### config.mk
export PLATFORM = sky130hd
export DESIGN_NAME = tt_front
export DESIGN_NICKNAME = d
export VERILOG_FILES = /design/src/design/tt_pkg.sv /design/src/design/tt_front.sv
export SDC_FILE = /design/constraint.sdc
export NUM_CORES = 1
export LEC_CHECK = 0
export ABC_AREA = 1
export CORE_ASPECT_RATIO = 0.9
export CORE_MARGIN = 2
export CORE_UTILIZATION = 45
export CTS_CLUSTER_DIAMETER = 50
export DETAILED_ROUTE_END_ITERATION = 10
export DONT_BUFFER_PORTS = 1
export GPL_TIMING_DRIVEN = 1
export SYNTH_ARGS = -nofsm -noshare
export SYNTH_HDL_FRONTEND = slang
export SYNTH_SLANG_ARGS = --single-unit
export TNS_END_PERCENT = 5
### constraint.sdc
create_clock -name clk -period 15.1 [get_ports clk]
set_input_delay 3.02 -clock clk [delete_from_list [all_inputs] [get_ports clk]]
set_output_delay 3.02 -clock clk [all_outputs]
set_load 0.01 [all_outputs]
### src/design/tt_pkg.sv
// ----------------------------------------------------------------------------
// tt_pkg: shared types and constants for the transposition table
// Table geometry, item and entry layouts, front/back control bundles and
// the sequencer state type.
// ----------------------------------------------------------------------------
package tt_pkg;

	// table geometry: direct-mapped, indexed by the low bits of hash_low
	localparam int INDEX_BITS = 12;
	localparam int ENTRIES    = 1 << INDEX_BITS;

	// queue between front and back (power of two)
	localparam int QUEUE_DEPTH = 2;
	localparam int QPTR_BITS   = $clog2(QUEUE_DEPTH);
	localparam int QCNT_BITS   = $clog2(QUEUE_DEPTH + 1);

	// action codes
	localparam logic ACT_PROBE = 1'b0;
	localparam logic ACT_STORE = 1'b1;

	// one accepted input beat
	typedef struct packed {
		logic               action;
		logic [63:0]        hash_high;
		logic [63:0]        hash_low;
		logic               side;
		logic signed [15:0] score;
		logic [7:0]         search_depth;
		logic               is_exact;
	} item_t;

	// one table slot
	typedef struct packed {
		logic               valid;
		logic [63:0]        tag_high;
		logic [63:0]        tag_low;
		logic               side;
		logic signed [15:0] score;
		logic [7:0]         depth;
		logic               exact;
	} entry_t;

	// front -> back: head of the queue
	typedef struct packed {
		logic  valid;
		item_t item;
	} fe_stat_t;

	// back -> front: dequeue and clear-pass status
	typedef struct packed {
		logic pop;
		logic clearing;
	} bk_ctl_t;

	// back-end sequencer
	typedef enum logic [1:0] {
		BK_CLEAR,
		BK_FETCH,
		BK_EVAL
	} bk_state_t;

endpackage

### src/design/tt_front.sv
// ----------------------------------------------------------------------------
// tt_front: input port and command queue
// Accepts item beats, packs them and holds them in a short queue until the
// back end takes them.
// ----------------------------------------------------------------------------
module tt_front (
	input  logic                 clk,
	input  logic                 arst_n,
	input  logic                 item_valid,
	output logic                 item_stall,
	input  logic                 action,
	input  logic [63:0]          hash_high,
	input  logic [63:0]          hash_low,
	input  logic                 side,
	input  logic signed [15:0]   score,
	input  logic [7:0]           search_depth,
	input  logic                 is_exact,
	input  tt_pkg::bk_ctl_t      ctl,
	output tt_pkg::fe_stat_t     fe
);

	tt_pkg::item_t                    queue_q [tt_pkg::QUEUE_DEPTH];
	logic [tt_pkg::QPTR_BITS-1:0]     wr_ptr_q;
	logic [tt_pkg::QPTR_BITS-1:0]     rd_ptr_q;
	logic [tt_pkg::QCNT_BITS-1:0]     count_q;
	tt_pkg::item_t                    item_in;
	logic                             push;

	// pack the incoming beat
	always_comb begin
		item_in.action       = action;
		item_in.hash_high    = hash_high;
		item_in.hash_low     = hash_low;
		item_in.side         = side;
		item_in.score        = score;
		item_in.search_depth = search_depth;
		item_in.is_exact     = is_exact;
	end

	// no beats while the table is being cleared or the queue is full
	assign item_stall = ctl.clearing ||
		(count_q == tt_pkg::QCNT_BITS'(tt_pkg::QUEUE_DEPTH));
	assign push = item_valid && !item_stall;

	assign fe.valid = (count_q != '0);
	assign fe.item  = queue_q[rd_ptr_q];

	// queue storage
	always_ff @(posedge clk) begin
		if (push) begin
			queue_q[wr_ptr_q] <= item_in;
		end
	end

	// queue pointers and fill level
	always_ff @(posedge clk or negedge arst_n) begin
		if (!arst_n) begin
			wr_ptr_q <= '0;
			rd_ptr_q <= '0;
			count_q  <= '0;
		end else begin
			if (push) begin
				wr_ptr_q <= wr_ptr_q + 1'b1;
			end
			if (ctl.pop) begin
				rd_ptr_q <= rd_ptr_q + 1'b1;
			end
			case ({push, ctl.pop})
				2'b10:   count_q <= count_q + 1'b1;
				2'b01:   count_q <= count_q - 1'b1;
				default: count_q <= count_q;
			endcase
		end
	end

endmodule

# [Word level (Yosys, flattened, before mapping)]
# Memories as Yosys holds them, arrays and structs flattened.
# Index checks and enable logic that the tools add are counted.
[totals] reg_bits=4 ram_bits=310 input_bits=160 output_inout_bits=157 wordCells=19 n_memories=1
[op_classes] add_sub_neg=4 n_eq_ne=3 mux=3 n_reduce_logical=5
[memory_table] name="queue_q" words=2 width=155 rd=1 rd_clocked_by_memory_dff=0 write_ports=1 line="tt_front.sv:22" source="tt_pkg::item_t queue_q [tt_pkg::QUEUE_DEPTH];"
[op_table] cell="== test 2 bit (second input constant)" n=2
[op_table] cell="case mux 2 bit (2 select lines)" n=1
[op_table] cell="nonzero test 2 bit" n=2
[op_table] cell="adder 1 bit (second input constant)" n=2
[op_table] cell="adder 2 x 1 -> 2 bit (second input constant)" n=1
[op_table] cell="== test 2 x 1 -> 1 bit (second input constant)" n=1
[op_table] cell="two-way mux 1 bit" n=2
[op_table] cell="subtractor 2 x 1 -> 2 bit (second input constant)" n=1
[op_table] cell="logical AND 1 bit" n=1
[op_table] cell="zero test 1 bit" n=1
[op_table] cell="logical OR 1 bit" n=1

# [Longest topological paths before layout]
# Gate-level depths: netlist (run 1).
[logic_depth] word_depth=6 ltp_mapped=9 depth_no_buf=9

# [Worst setup path after synthesis (run 1)]
# No wires, ideal clock.
[synth_path] path_type="input-to-reg" from="input port ctl[0] in the netlist's numbering" to="memory queue_q[1][0] in the netlist's numbering (enable)" setup_ps=672 arrival_time_ps=9652 required_ps=14428 slack_ps=4777 cell_stages=3 path_buffers=0 path_cell_list="inv_1 > nand3_1 > nor2_1"
[synth_via] elab_chain_cells=5
[synth_rtl] item="start, declared" line="tt_front.sv:18" source="input tt_pkg::bk_ctl_t ctl,"
[synth_rtl] item="logical OR 1 bit" line="tt_front.sv:41" source="assign item_stall = ctl.clearing ||"
[synth_rtl] item="zero test 1 bit" line="tt_front.sv:43" source="assign push = item_valid && !item_stall;"
[synth_rtl] item="logical AND 1 bit" line="tt_front.sv:43"
[synth_rtl] item="two-way mux 1 bit" line="tt_front.sv:50" source="if (push) begin"
[synth_rtl] item="two-way mux 1 bit (not written as such)" line="tt_front.sv:51" source="queue_q[wr_ptr_q] <= item_in;"
[synth_rtl] item="end, declared" line="tt_front.sv:22"
# No other way between the ends.

# [Worst setup path after layout (run 1)]
[layout_path] from="input port ctl[0] in the netlist's numbering" to="output port item_stall"
[layout_via] elab_chain_cells=1
[layout_rtl] item="logical OR 1 bit" line="tt_front.sv:41"
[layout_rtl] item="end, declared" line="tt_front.sv:10" source="output logic item_stall,"
# No other way between the ends.

==> results of run 1 <==
[worst max-delay path by stage]
stage,startpoint,to,depth (start not counted)
2_1_floorplan,ctl[0],queue_q[1][0],3
3_3_place_gp,ctl[0],item_stall,2
3_5_place_dp,ctl[0],item_stall,2
4_1_cts,ctl[0],item_stall,2
5_1_grt,ctl[0],item_stall,2
6_report,ctl[0],item_stall,2
[cell usage after synthesis, drive strengths merged]
master  number  area share [%]
edfxtp     310              80
nand2      164             5.3
inv        162             5.2
o21ai      155             6.7
buf         32             1.6
dfrtp        4            0.86
clkbuf       2           0.064
nand3        2           0.086
nand4        2            0.11
ha           1            0.11
nor2         1           0.032
xnor2        1           0.075
xor2         1           0.075
[cell families after synthesis]
kind of cell             synth area share [%]
buffers and inverters                    6.89
XOR/XNOR                                0.150
AND/OR/NAND/NOR                          5.50
flip-flops                               80.7
adder cells (fa/ha/maj)                 0.107
AO/OA/AOI/OAI                            6.65
[power groups by stage]
stage | Clock [W] | Sequential (W) | Combinational (W)
floorplan | 0 | 0.00114 | 0.000406
global placement | 0 | 0.00115 | 0.000466
detailed placement | 0 | 0.00116 | 0.000472
CTS | 0.000867 | 0.00114 | 0.000471
global route | 0.000893 | 0.00115 | 0.000513
finish | 0.000842 | 0.00114 | 0.000455
[stage by stage]
| stage | std cells | total power (W) | hold WS [ns] | setup slack, ns | util [%] |
|---|---|---|---|---|---|
| after floorplan | 837 | 0.00154 | 0.442 | 4.78 | - |
| after global placement | 1150 | 0.00162 | 0.459 | 8.90 | 47.2 |
| after detailed placement | 1150 | 0.00163 | 0.460 | 8.90 | 47.2 |
| after CTS | 1212 | 0.00248 | 0.475 | 8.89 | 51.8 |
| after global routing | 1212 | 0.00256 | 0.500 | 8.87 | 51.8 |
| final | 1212 | 0.00243 | 0.476 | 8.89 | 51.8 |
[metal layers]
layer / global-route usage, % / share of wire (%)
met2: 24.3 / 47
met3: 9.52 / 15
met4: 5.56 / 2.5
met5: 0 / 0
met1: 15.9 / 35
[cell usage in the layout, fill, tap and decap left out, types with 2 or more instances in the layout]
master	instances
bufinv_16	4
edfxtp_1	310
buf_4	5
clkbuf_16	37
clkinv_1	4
nand3_1	2
clkinv_2	4
clkbuf_1	6
inv_6	3
nand4_1	2
inv_1	161
nand2_1	164
clkinvlp_4	3
dfrtp_1	3
o21ai_0	155
[sequential cells by signal, indices dropped and copies added, names as in the netlist]
signal,flops
rd_ptr_q,1
count_q,2
wr_ptr_q,1
queue_q,310
[final cells by class]
type                    instances  area (µm²)  area share, %
well taps                     342         428           3.26
clock inverters                18         206           1.57
multi-input cells             327        1460           11.1
flip-flops and latches        314        9410           71.8
repair buffers                  5        37.5          0.286
clock buffers                  44         962           7.34
inverters                     162         613           4.67
==> results.cfg, run 1 <==
[die]
die_h_um = 157
die_w_um = 174
pin_count = 317
core_um2 = 25300
start_util_pct = 46.0
fp-row-count = 55
die_area_um2 = 27200

[sta]
final.setup.tns_ns = 0
finalClockSkew_ns = 0.0114
tightestPinTransition_ns = 0.988
period_share_pct = 41.1
drv_slew = 0
slew_headroom_pct = 34.1
clock.fmax_ghz = 0.161
setup_violations = 0
min_period_ns = 6.21
rsz0062_at_grt = no
hold_violations = 0

[synthesis]
synthCells = 837
ys_warn_count = 0
ys_seq_area_share_pct = 80.7
synth_cell_types = 14
synth-seq-cells = 314
postSynthNetCount = 998
syn-cell-area_um2 = 11700
syn_avg_cell_area_um2 = 13.9

[layout]
fillers = 2095
synthToLayoutAreaGrowth_pct = 12.5
diodes = 0
final_nets = 1006
stdcell_area_um2 = 13100
drive_gt1_share_pct = 6.90

[power]
combPwrFrac_pct = 18.7
p_leak_nw = 4.93
power.share.clock_pct = 34.6
power_density_nw_per_um2 = 186
p_sw_w = 0.000747
ir_drop_uv = 101
p_seq_share_pct = 46.7
p_sw_share_pct = 30.7
intPower_w = 0.00169

[critical_path]
cp_slowest_stage_delay_ns = 0.10
rr_startpoint = count_q[0]
cp_data_arrival_time_ns = 3.19
crit_fanout = 3
crit_family = simple AND/OR/NAND/NOR gates
crit_buf_inv = 1
end_kind = primary output
crit_type = in2out
cp_slowest_cell = nand2_1
worstPathCellList = inv_1, nand2_1
reg2reg_to = queue_q[0][83]
cp.required_ns = 12.08
cp-start-kind = primary input
r2r_slack_ns = 12.38
worstRegToRegCells = 5

[grt]
grt_max_degree = 119
grt_pass1_vias = 5504
grt_usage_pct = 15.0
gr-total-overflow = 0
grt_antenna_before_repair = 0
grt_pass1_wl_um = 31200

[hold_path]
hold_class = reg2reg
min_from = wr_ptr_q
min_to = wr_ptr_q
min_delay_path_depth = 2

[place]
placedInstanceArea_um2 = 11900
place.gp.congestion = 0.700
dpl.hpwl_um = 13300
io_buffers = 0

[detailed_routing]
avgViaCountPerCell = 4.75
firstDrtPassIters = 7
ant_nets = 0
drc_errors = 0
wl_um = 21000
vias = 5753
wl_per_cell_um = 17.3
drt_iter0_drc = 431

[clock_network]
cts.clk_slew.worst_paths_ns = 0.06
cts_resized = 0
cts-root-buf = clkbuf_16
postCtsSetupRepairBufs = 0
htree_levels = 2
cts_hold_buf = 0
clockBufferDepth = 3
cts.sinks = 314
clk_latency_ns = 0.49
cts_tree = yes
cts_buffers = 35

[run_status]
status = completed

[run]
maxCapViolCount = 0
(Power assumes the default switching activity.)
==> inputs of run 2 (changes only) <==
Clock period 15.1 ns to 6 ns, I/O delays scaled along.
==> run 2 against run 1 <==
Compared with the run above:
- die area is the same
- first-iteration DRC count down 15%
- highest routed layer is now met5
- flip-flop and latch count unchanged
- combinational power grew to 2.6 times the previous value
- routed wire length up 0.29%
- clock power grew 140%
- sequential power is 150% higher
- cell area shrank 0.25%
==> results.cfg, run 2 (synthesis gave the netlist of run 1 again) <==
[run_status]
status = completed

[sta]
setup_violations = 0
drv_slew = 0
final.setup.tns_ns = 0
period_share_pct = 59.9
hold_violations = 0
timing.hold.ws_ns = 0.409
slew_headroom_pct = 39.3
clock.fmax_ghz = 0.278
tightestPinTransition_ns = 0.910
rsz0062_at_grt = no
min_period_ns = 3.60
finalClockSkew_ns = 0.0123

[hold_path]
hold_class = in2async

[clock_network]
clockBufferDepth = 3
cts-root-buf = clkbuf_16
cts_resized = 0
cts_hold_buf = 0
cts.sinks = 314
cts.clk_slew.worst_paths_ns = 0.05
clk_latency_ns = 0.49
cts_tree = yes
htree_levels = 2
cts_buffers = 35
postCtsSetupRepairBufs = 0

[detailed_routing]
vias = 5706
drc_errors = 0
avgViaCountPerCell = 4.71
drt_iter0_drc = 365
wl_um = 21100
ant_nets = 0
wl_per_cell_um = 17.4
firstDrtPassIters = 4

[run]
maxCapViolCount = 0

[critical_path]
reg2reg_to = queue_q[0][69]
rr_startpoint = count_q[0]
cp_data_arrival_time_ns = 2.40
worstRegToRegCells = 5
end_kind = primary output
crit_fanout = 187
r2r_slack_ns = 3.55
crit_type = reg2out
cp-start-kind = flip-flop
cp.required_ns = 4.80

[die]
core_um2 = 25300
die_area_um2 = 27200
start_util_pct = 46.0
die_h_um = 157
pin_count = 317
die_w_um = 174
fp-row-count = 55

[layout]
mostFrequentLayoutCells = edfxtp_1, nand2_1, inv_1
largest_reg_flops = 310
finish.utilization_pct = 51.7
drive_gt1_share_pct = 7.13
reg_top3 = queue_q (310), count_q (2)
diodes = 0
fillers = 2122
final_common_cell = edfxtp_1
regMostFlops = queue_q
final_nets = 1008
synthToLayoutAreaGrowth_pct = 12.2

[place]
io_buffers = 0
place.gp.congestion = 0.719
dpl.hpwl_um = 13700

[grt]
grt_max_degree = 188
grt_usage_pct = 15.0
grt_pass1_wl_um = 31100
grt_antenna_before_repair = 1
grt_pass1_vias = 5421
gr-total-overflow = 0

[power]
ir_drop_uv = 402
p_leak_nw = 4.92
power_density_nw_per_um2 = 460
==> run 2: critical path: stages (launching register included) <==
cell and delay [ns]:
dfrtp_4 0.67, buf_12 0.28, o21ai_0 0.67
==> run 2: how the worst max path moves through the flow <==
stage	cells after the start	end	from
detailed placement	4	queue_q[0][85]	ctl[0]
global route	2	fe[49]	rd_ptr_q
floorplan	3	queue_q[1][0]	ctl[0]
finish	2	fe[84]	rd_ptr_q
CTS	2	fe[52]	rd_ptr_q
global placement	4	queue_q[0][85]	ctl[0]
==> run 2: layer usage <==
| metal | up-vias | share of wire, % | GRT usage [%] | wire (µm) |
|---|---|---|---|---|
| li1 | 2845 | - | - | - |
| met3 | 32 | 13 | 8.82 | 2780 |
| met4 | 2 | 1.9 | 5.28 | 410 |
| met1 | 2583 | 36 | 15.9 | 7500 |
| met2 | 244 | 49 | 25.0 | 10400 |
| met5 | - | 0.047 | 0 | 10 |
==> run 2: area by class of cell <==
class / instances / area [µm²] / share of cell area [%]
clock inverters: 21 / 175 / 1.34
flip-flops and latches: 314 / 9410 / 71.9
repair buffers: 7 / 65.1 / 0.497
clock buffers: 39 / 933 / 7.13
well taps: 342 / 428 / 3.27
inverters: 162 / 613 / 4.69
multi-input cells: 327 / 1460 / 11.1
==> run 2: where the power goes <==
group          internal (W)  switching [W]
Combinational      0.000217       0.000969
Clock               0.00121       0.000797
Sequential          0.00272      0.0000998
Total               0.00415        0.00187
==> run 2: per-stage QoR <==
stage	setup WS [ns]	std cells	area [µm²]	total power (W)
2_1_floorplan	0.110	837	11700	0.00387
3_3_place_gp	2.83	1152	12000	0.00407
3_5_place_dp	2.82	1152	12000	0.00409
4_1_cts	2.51	1212	13100	0.00612
5_1_grt	2.29	1212	13100	0.00634
6_report	2.40	1212	13100	0.00602
